`config.mk`:
```
export PLATFORM = sky130hd
export DESIGN_NAME = alpha_over_composite_pixel_top
export DESIGN_NICKNAME = d
export VERILOG_FILES = /design/src/aoc_pkg.sv /design/src/aoc_prod.sv /design/src/aoc_div_stage.sv /design/src/alpha_over_composite_pixel_top.sv
export SDC_FILE = /design/constraint.sdc
export NUM_CORES = 2
export LEC_CHECK = 0
export BUFFER_PORTS_ARGS = -buffer_cell sky130_fd_sc_hd__buf_2
export CORE_UTILIZATION = 45
export CTS_CLUSTER_SIZE = 8
export DETAILED_ROUTE_END_ITERATION = 7
export GPL_ROUTABILITY_DRIVEN = 0
export MAX_ROUTING_LAYER = met4
export PLACE_DENSITY = 0.68
export SLEW_MARGIN = 25
export SYNTH_ARGS = -nofsm -noshare
export SYNTH_HDL_FRONTEND = slang
export SYNTH_SLANG_ARGS = --single-unit
```
`constraint.sdc`:
```
create_clock -name clk_i -period 9.6 [get_ports clk_i]
set_clock_uncertainty 0.2 [all_clocks]
set_input_delay 1.92 -clock clk_i [delete_from_list [all_inputs] [get_ports clk_i]]
set_output_delay 1.92 -clock clk_i [all_outputs]
set_load 0.05 [all_outputs]
```
`src/aoc_pkg.sv`:
```
// Shared types and constants for the alpha-over compositing pipeline.
// Depends on nothing; every other file in src imports it.
package aoc_pkg;

  localparam logic [7:0] ChMax = 8'd255;
  localparam int unsigned ChanW = 8;
  localparam int unsigned NumChan = 3;
  localparam int unsigned ProdW = 16;
  localparam int unsigned DenW = 16;
  localparam int unsigned NumW = 24;
  localparam int unsigned StepsPerStage = 2;
  localparam int unsigned DivStages = ChanW / StepsPerStage;

  typedef struct packed {
    logic [ChanW-1:0] r;
    logic [ChanW-1:0] g;
    logic [ChanW-1:0] b;
    logic [ChanW-1:0] a;
  } aoc_pix_t;

  // One color channel of the restoring divider: partial remainder and quotient.
  typedef struct packed {
    logic [NumW-1:0]  rem;
    logic [ChanW-1:0] quo;
  } aoc_lane_t;

  // Everything that travels through the divider stages with one pixel.
  typedef struct packed {
    logic                           bypass;
    logic [NumChan-1:0][ChanW-1:0]  down_c;
    logic [ChanW-1:0]               alpha;
    logic [NumW-1:0]                dsh;
    aoc_lane_t [NumChan-1:0]        lane;
  } aoc_div_t;

endpackage

```
`src/aoc_prod.sv`:
```
// Front end of the compositor: products, denominator, numerators and alpha.
// Two register stages with per-stage valid/ready. Depends on aoc_pkg.
module aoc_prod (
  input  logic              clk_i,
  input  logic              rst_ni,
  input  logic              in_valid_i,
  output logic              in_ready_o,
  input  aoc_pkg::aoc_pix_t up_i,
  input  aoc_pkg::aoc_pix_t down_i,
  output logic              out_valid_o,
  input  logic              out_ready_i,
  output aoc_pkg::aoc_div_t out_o
);
  import aoc_pkg::*;

  logic [NumChan-1:0][ChanW-1:0] up_c, down_c;
  logic [ChanW-1:0]              w_d, w_q;
  logic [NumChan-1:0][ProdW-1:0] pu_d, pu_q, pd_d, pd_q;
  logic [DenW-1:0]               den_d, den_q;
  logic                          byp_d, byp_q;
  logic [NumChan-1:0][ChanW-1:0] dc_q;
  logic [ChanW-1:0]              da_q;
  logic                          s1_valid_q, s2_ready;
  logic [DenW-1:0]               rnd, rnd_sum;
  aoc_div_t                      s2_d, s2_q;
  logic                          s2_valid_q;

  assign up_c   = {up_i.b, up_i.g, up_i.r};
  assign down_c = {down_i.b, down_i.g, down_i.r};

  // Stage 1: the 8x8 products and the denominator.
  always_comb begin
    w_d   = ChMax - up_i.a;
    byp_d = (up_i.a == '0);
    for (int i = 0; i < NumChan; i++) begin
      pu_d[i] = ProdW'(up_c[i]) * ProdW'(up_i.a);
      pd_d[i] = ProdW'(down_c[i]) * ProdW'(down_i.a);
    end
    den_d = (DenW'(up_i.a) << ChanW) - DenW'(up_i.a) + DenW'(down_i.a) * DenW'(w_d);
  end

  assign s2_ready   = !s2_valid_q || out_ready_i;
  assign in_ready_o = !s1_valid_q || s2_ready;

  always_ff @(posedge clk_i or negedge rst_ni) begin
    if (!rst_ni) begin
      s1_valid_q <= 1'b0;
    end else if (in_ready_o) begin
      s1_valid_q <= in_valid_i;
    end
  end

  always_ff @(posedge clk_i) begin
    if (in_ready_o && in_valid_i) begin
      w_q   <= w_d;
      pu_q  <= pu_d;
      pd_q  <= pd_d;
      den_q <= den_d;
      byp_q <= byp_d;
      dc_q  <= down_c;
      da_q  <= down_i.a;
    end
  end

  // Stage 2: numerators, rounded alpha, divisor aligned to the top quotient bit.
  always_comb begin
    // round(den/255) as floor((den+127)/255), via x/255 = (x+1 + ((x+1)>>8)) >> 8
    rnd     = den_q + DenW'(128);
    rnd_sum = rnd + (rnd >> ChanW);
    s2_d.bypass = byp_q;
    s2_d.down_c = dc_q;
    s2_d.alpha  = byp_q ? da_q : rnd_sum[DenW-1:ChanW];
    s2_d.dsh    = NumW'(den_q) << (ChanW - 1);
    for (int i = 0; i < NumChan; i++) begin
      s2_d.lane[i].rem = (NumW'(pu_q[i]) << ChanW) - NumW'(pu_q[i])
                       + NumW'(pd_q[i]) * NumW'(w_q);
      s2_d.lane[i].quo = '0;
    end
  end

  always_ff @(posedge clk_i or negedge rst_ni) begin
    if (!rst_ni) begin
      s2_valid_q <= 1'b0;
    end else if (s2_ready) begin
      s2_valid_q <= s1_valid_q;
    end
  end

  always_ff @(posedge clk_i) begin
    if (s2_ready && s1_valid_q) begin
      s2_q <= s2_d;
    end
  end

  assign out_valid_o = s2_valid_q;
  assign out_o       = s2_q;

endmodule

```
`src/aoc_div_stage.sv`:
```
// One stage of the restoring divider: two quotient bits for all three channels.
// Depends on aoc_pkg.
module aoc_div_stage (
  input  logic              clk_i,
  input  logic              rst_ni,
  input  logic              in_valid_i,
  output logic              in_ready_o,
  input  aoc_pkg::aoc_div_t in_i,
  output logic              out_valid_o,
  input  logic              out_ready_i,
  output aoc_pkg::aoc_div_t out_o
);
  import aoc_pkg::*;

  aoc_div_t data_d, data_q;
  logic     valid_q;

  // Compare, subtract, shift the divisor down one place per step.
  always_comb begin
    data_d = in_i;
    for (int s = 0; s < StepsPerStage; s++) begin
      for (int i = 0; i < NumChan; i++) begin
        if (data_d.lane[i].rem >= data_d.dsh) begin
          data_d.lane[i].rem = data_d.lane[i].rem - data_d.dsh;
          data_d.lane[i].quo = {data_d.lane[i].quo[ChanW-2:0], 1'b1};
        end else begin
          data_d.lane[i].quo = {data_d.lane[i].quo[ChanW-2:0], 1'b0};
        end
      end
      data_d.dsh = data_d.dsh >> 1;
    end
  end

  assign in_ready_o = !valid_q || out_ready_i;

  always_ff @(posedge clk_i or negedge rst_ni) begin
    if (!rst_ni) begin
      valid_q <= 1'b0;
    end else if (in_ready_o) begin
      valid_q <= in_valid_i;
    end
  end

  always_ff @(posedge clk_i) begin
    if (in_ready_o && in_valid_i) begin
      data_q <= data_d;
    end
  end

  assign out_valid_o = valid_q;
  assign out_o       = data_q;

endmodule

```
`src/alpha_over_composite_pixel_top.sv`:
```
// Pipeline: 6 register stages (2 product, 4 divider of 2 quotient bits each); a result
// passes through all six before out_valid_o rises. Throughput: one pixel per cycle while
// the output is not stalled. Every stage has its own valid/ready, so a stalled output
// holds only the last stage and empty stages upstream keep filling.
// Reset (rst_ni low, asynchronous) clears all valid bits; payload registers are not reset.
// Depends on aoc_pkg, aoc_prod and aoc_div_stage.
module alpha_over_composite_pixel_top (
  input  logic       clk_i,
  input  logic       rst_ni,
  input  logic       in_valid_i,
  output logic       in_ready_o,
  input  logic [7:0] up_red_i,
  input  logic [7:0] up_green_i,
  input  logic [7:0] up_blue_i,
  input  logic [7:0] up_alpha_i,
  input  logic [7:0] down_red_i,
  input  logic [7:0] down_green_i,
  input  logic [7:0] down_blue_i,
  input  logic [7:0] down_alpha_i,
  output logic       out_valid_o,
  input  logic       out_ready_i,
  output logic [7:0] out_red_o,
  output logic [7:0] out_green_o,
  output logic [7:0] out_blue_o,
  output logic [7:0] out_alpha_o
);
  import aoc_pkg::*;

  aoc_pix_t up_pix, down_pix;

  // Stage handshake chain: index 0 is the front end's output, index
  // DivStages the last divider stage.
  logic     [DivStages:0] st_valid;
  logic     [DivStages:0] st_ready;
  aoc_div_t [DivStages:0] st_data;

  assign up_pix   = '{r: up_red_i, g: up_green_i, b: up_blue_i, a: up_alpha_i};
  assign down_pix = '{r: down_red_i, g: down_green_i, b: down_blue_i, a: down_alpha_i};

  // Products, denominator, numerators and the rounded alpha.
  aoc_prod u_prod (
    .clk_i       (clk_i),
    .rst_ni      (rst_ni),
    .in_valid_i  (in_valid_i),
    .in_ready_o  (in_ready_o),
    .up_i        (up_pix),
    .down_i      (down_pix),
    .out_valid_o (st_valid[0]),
    .out_ready_i (st_ready[0]),
    .out_o       (st_data[0])
  );

  // Divider: quotient bits advance from the top, two per stage. The numerator
  // never exceeds 255 times the denominator, so eight bits hold the quotient
  // and the saturation clamp is implicit.
  for (genvar k = 0; k < DivStages; k++) begin : g_div
    aoc_div_stage u_div (
      .clk_i       (clk_i),
      .rst_ni      (rst_ni),
      .in_valid_i  (st_valid[k]),
      .in_ready_o  (st_ready[k]),
      .in_i        (st_data[k]),
      .out_valid_o (st_valid[k+1]),
      .out_ready_i (st_ready[k+1]),
      .out_o       (st_data[k+1])
    );
  end

  assign st_ready[DivStages] = out_ready_i;
  assign out_valid_o         = st_valid[DivStages];

  // Transparent upper pixel: pass the lower color through; the divider
  // result is meaningless then. Alpha was already selected up front.
  assign out_red_o   = st_data[DivStages].bypass ? st_data[DivStages].down_c[0]
                                                 : st_data[DivStages].lane[0].quo;
  assign out_green_o = st_data[DivStages].bypass ? st_data[DivStages].down_c[1]
                                                 : st_data[DivStages].lane[1].quo;
  assign out_blue_o  = st_data[DivStages].bypass ? st_data[DivStages].down_c[2]
                                                 : st_data[DivStages].lane[2].quo;
  assign out_alpha_o = st_data[DivStages].alpha;

endmodule
```
# Yosys cells after proc, flatten, opt, wreduce, memory -nomap -nowiden
# Cells that the tools add are included.
dict set report totals {
  register_bits 736
  word_cells 206
  output_inout_bits 34
  inputBits 68
}
dict set report op_classes {
  n_mux 49
  order_cmp 24
  multipliers 10
  addsub 32
  n_reduce_logical 19
}
# cell n
set op_table {}
lappend op_table {{$mux W24} 21}
lappend op_table {{$mul A8 B8 Y16} 7}
lappend op_table {{$add A24 B24 Y24} 3}
lappend op_table {{$ge A24 B16 Y1} 3}
lappend op_table {{$ge A24 B17 Y1} 3}
lappend op_table {{$ge A24 B18 Y1} 3}
lappend op_table {{$ge A24 B19 Y1} 3}
lappend op_table {{$ge A24 B20 Y1} 3}
lappend op_table {{$ge A24 B21 Y1} 3}
lappend op_table {{$ge A24 B22 Y1} 3}
lappend op_table {{$ge A24 B23 Y1} 3}
lappend op_table {{$mul A16 B8 Y24} 3}
lappend op_table {{$sub A24 B16 Y24} 3}
lappend op_table {{$sub A24 B17 Y24} 3}
lappend op_table {{$sub A24 B18 Y24} 3}
lappend op_table {{$sub A24 B19 Y24} 3}
lappend op_table {{$sub A24 B20 Y24} 3}
lappend op_table {{$sub A24 B21 Y24} 3}
lappend op_table {{$sub A24 B22 Y24} 3}
lappend op_table {{$sub A24 B23 Y24} 3}
lappend op_table {{$mux W8} 4}
lappend op_table {{$mux W1} 24}
lappend op_table {{$add A16 B16 Y16} 1}
lappend op_table {{$add A16 B8 Y16} 1}
lappend op_table {{7 further kinds} 22}

# Depth between registers and ports, before layout
dict set report depth {
  depth_word 8
  depth_mapped 25
  depth_no_buf 23
}

# By module
# Synthesis repeated with hierarchy kept, for this count alone.
dict set report hier_totals {
  cells_unflattened 9236
  hier_area_um2 92244.7
}
# mod area_per_inst_um2 instances seq_area_each_um2 cells_each
set by_module_without_submodules {}
lappend by_module_without_submodules {aoc_prod 38643.3 1 8277.9 3837}
lappend by_module_without_submodules {{aoc_div_stage at g_div[0].u_div ...} 13292.7 2 4559.4 1338}
lappend by_module_without_submodules {{aoc_div_stage at g_div[3].u_div} 13591.8 1 4559.4 1407}
lappend by_module_without_submodules {{aoc_div_stage at g_div[2].u_div} 13027.5 1 4559.4 1289}
lappend by_module_without_submodules {alpha_over_composite_pixel_top 396.6 1 0.0 27}

# Worst setup path before layout
# OpenSTA, ideal clock, no wires.
dict set report synth_path {
  kind {input port to flip-flop}
  from {in out_ready_i}
  to {reg g_div[1].u_div.data_q (netlist bit g_div[1].u_div.out_o[0]), enable pin}
  stages 3
  n_path_buf 0
  arrival_ps 8079
  setup_ps 642
  setup_slack_ps 679
  t_required_ps 8758
  cell_sequence {nor2b_1 and3_1 nor2b_1}
}
dict set report synth_via {
  elab_chain_cells 4
}
# element line
set synth_rtl {}
lappend synth_rtl {{start, declared} alpha_over_composite_pixel_top.sv:21} ;# input logic out_ready_i,
lappend synth_rtl {{$logic_or A1 B1 Y1 (3 in a row)} aoc_div_stage.sv:34} ;# assign in_ready_o = !valid_q || out_ready_i;
lappend synth_rtl {{$logic_and A1 B1 Y1} aoc_div_stage.sv:45} ;# if (in_ready_o && in_valid_i) begin
lappend synth_rtl {{end signal, assigned} aoc_div_stage.sv:46} ;# data_q <= data_d;
lappend synth_rtl {{end, declared} aoc_div_stage.sv:15} ;# aoc_div_t data_d, data_q;
# No other way between the ends.
# A chain may end at the register's enable or synchronous reset.

==> impl_results.md <==
* Status: finished, final reports clean
* Drt first pass iters at 8
* Max incr delay on CP at 0.75 ns
* I/O pin total at 102
* Die area at 166,000 um2
* Cts hold-fix bufs at 0
* Yosys reg bits at 736
* Setup TNS at 0 ns
* RSZ-0062 raised after global routing: false
* Synthesized area at 74,100 um2
* Hold crit path type: reg2reg
* Number of setup buffers added after CTS at 0
* Largest net degree at the start of global routing at 144
* Gr ovfl total at 0
* Via count at 53,300
* Clock root buffer: clkbuf_16
* CTS tree: yes
* Worst-path clk slew at 0.05 ns
* Chip width at 408 um
* Post-cts sizing count at 0
* Die Height at 408 um
* Max clock buf depth at 3
* Post-synth EDFFs at 730
* Num rows at 148
* Crit start category: flop
* Fin. max-slew vios at 0
* Vias in the first global route at 53,300
* PortBufs at 101
* Clock sinks at 736
* Period utilisation layout at 78.7%
* Final setup viols at 0
* Fmax at 0.132 GHz
* Area grow syn2layout at 7.93%
* CP endpoint kind: flop
* HPWL Detailed at 145,000 um
* Slew @ Worst Pin at 0.985 ns
* Antenna violations before repair at 8
* Worst-Skew Late Latency at 0.73 ns
* First-pass GRT wire length at 292,000 um
* Crit path DAT at 7.83 ns
* Seq/Total Area, Yosys at 29.8%
* Max_slew headroom at 34.2%
* Yosys warning total at 0
* H-tree depth at 3
* Hold Fails Final Rpt at 0
* Ys flop type: edfxtp_1
* CP required at 9.87 ns
* Crit Path Category: reg2reg
* Async SR Flop Fraction at 0.815%
* Final critical-path required period at 7.56 ns
* Fraction of layout cells with a size suffix above 1 at 7.42%
* Max Cap Viol at 0
* NumNets Final at 8,958
* Via density at 5.53
* GRT Total Usage at 22.8%
* Post-route DRC at 0
* Total Wirelength at 185,000 um
* Wire per inst at 19.2 um
* Routed Antenna Nets at 0
* Core Area at 163,000 um2
* Syn_nets at 8,866
* Synth unique cells at 103
* CP cell instances: inv_1 -> ha_1 -> nor2b_1 -> o21ai_0 -> a21o_1 -> a31oi_1 -> a31oi_1 -> nor3b_2 -> buf_4 -> mux2_2 -> ha_1 -> a21o_1 -> a21oi_1 -> nor2b_1 -> o21a_1 -> o41a_1 -> a221o_1 -> o221ai_2 -> o31ai_1 -> nor3_4 -> mux2_2
* Drt first-iter violations at 4,275
* TritonCTS Buffers at 106
* Synthesized area per cell at 10.1 um2
* Synth Instances at 7,348
* Crit-path max FO at 19
* Critical-path cell with the highest stage delay: nor3b_2
* Initial Util at 45.4%
## area by class of cell
cell class                 instances  area (um2)
clock buffer                     123        2750
tap                             2175        2720
inverter                        1026        3850
antenna                            5        12.5
multi-input combinational       5428       47500
timing repair buffer             142         866
fill                           14600       83200
clock inverter                    15         161
sequential                       736       22100
## layout by cell type, fill, tap and decap left out, types with 101 or more instances in the layout
cell type  instances
a21o_1           142
a21oi_1          392
and2_1           408
buf_2            101
clkbuf_16        107
edfxtp_1         730
fa_1             624
ha_1             826
inv_1           1019
mux2_2           181
nand2_1          708
nor2_1           361
nor2b_1          103
o21ai_0          285
xnor2_1          333
xor2_1           118
## sequential cells by signal, summed over array words and instances, names as in the netlist
name,flops
u_prod.dc_q,24
u_prod.w_q,8
u_prod.da_q,8
u_prod.out_valid_o,1
g_div.u_div.out_valid_o,4
u_prod.byp_q,1
u_prod.out_o,121
u_prod.pu_q,48
u_prod.s1_valid_q,1
g_div.u_div.out_o,456
u_prod.den_q,16
u_prod.pd_q,48
## kinds of logic (layout without fill, tap and decap cells)
family                   count (synthesis)  in the layout  synth area share, %
AND/OR/NAND/NOR                       2061           2061                 13.8
adder cells (fa/ha/maj)               1450           1450                 30.8
AO/OA/AOI/OAI                         1234           1234                 10.6
buffers and inverters                 1184           1306                 6.15
flip-flops                             736            736                 29.8
XOR/XNOR                               451            451                 5.33
multiplexers                           231            231                 3.57
other                                    1              6              0.00506
## per-layer routing
layer	routed length [um]	vias up	GRT usage, %	part of all wire, %
li1	-	25200	-	-
met1	80700	26300	29.2	44
met2	87200	1561	36.9	47
met3	9650	345	2.45	5.2
met4	7450	0	9.05	4.0
met5	0	-	-	0
## critical path: cells and delay by family, from the launching register on
kind                     cells  cell delay, ns
AO/OA/AOI/OAI               11            2.62
multiplexers                 2            0.80
buffers and inverters        2            0.91
adder cells (fa/ha/maj)      2            0.71
AND/OR/NAND/NOR              4            1.66
flip-flops                   1            0.39
## synthesized netlist by cell type (9+ instances only)
master,number,area [um2]
a2111oi_0,12,105
a211oi_1,33,248
a21boi_0,32,240
a21o_1,142,1070
a21oi_1,392,1960
a31o_2,9,78.8
a31oi_1,24,150
and2_1,412,2580
and3_1,27,169
and4_1,14,123
buf_1,10,37.5
buf_2,9,45.0
buf_4,14,105
clkbuf_1,121,454
edfxtp_1,730,21900
fa_1,624,12500
ha_1,826,10300
inv_1,1019,3820
mux2_2,181,2040
mux2_4,16,240
mux2i_1,25,250
nand2_1,708,2660
nand2b_1,49,307
nand3_1,83,415
nand4_1,69,432
nor2_1,361,1360
nor2b_1,105,657
nor3_1,85,425
nor4_1,30,188
o211ai_1,26,195
o21a_1,61,458
o21ai_0,285,1430
o21bai_1,58,435
o31a_1,12,105
o31ai_1,25,188
o41ai_1,10,87.6
or2_2,30,188
or3_1,32,200
or4_1,19,143
xnor2_1,333,2920
xor2_1,118,1030
## worst paths after layout
check | startpoint | end | slack, ns | cells past startpoint
setup / recovery | g_div[0].u_div.out_o[102] | g_div[1].u_div.out_o[53] | 2.04 | 21
min in group asynchronous | rst_ni | u_prod.out_valid_o | 0.83 | 1
max in group asynchronous | rst_ni | g_div[2].u_div.out_valid_o | 8.23 | 1
hold reg to reg | g_div[1].u_div.out_o[133] | g_div[2].u_div.out_o[133] | 0.21 | 0
hold / removal | g_div[1].u_div.out_o[133] | g_div[2].u_div.out_o[133] | 0.21 | 0
setup reg to reg | g_div[0].u_div.out_o[102] | g_div[1].u_div.out_o[53] | 2.04 | 21
## metrics by stage
stage	cell area (um2)	hold WS, ns	utilization (%)	setup WS (ns)	instances
detailed placement	77000	0.205	47.2	1.95	9507
finish	79900	0.209	49.0	2.04	9650
CTS	79900	0.210	49.0	2.11	9645
global route	79900	0.214	49.0	1.58	9649
global placement	77000	0.200	47.2	1.93	9505
floorplan	74100	0.200	-	0.679	7348
Power is left out: the tool's default activity adds up to more than one toggle a clock period on the data nets, which glitch-free logic cannot reach.
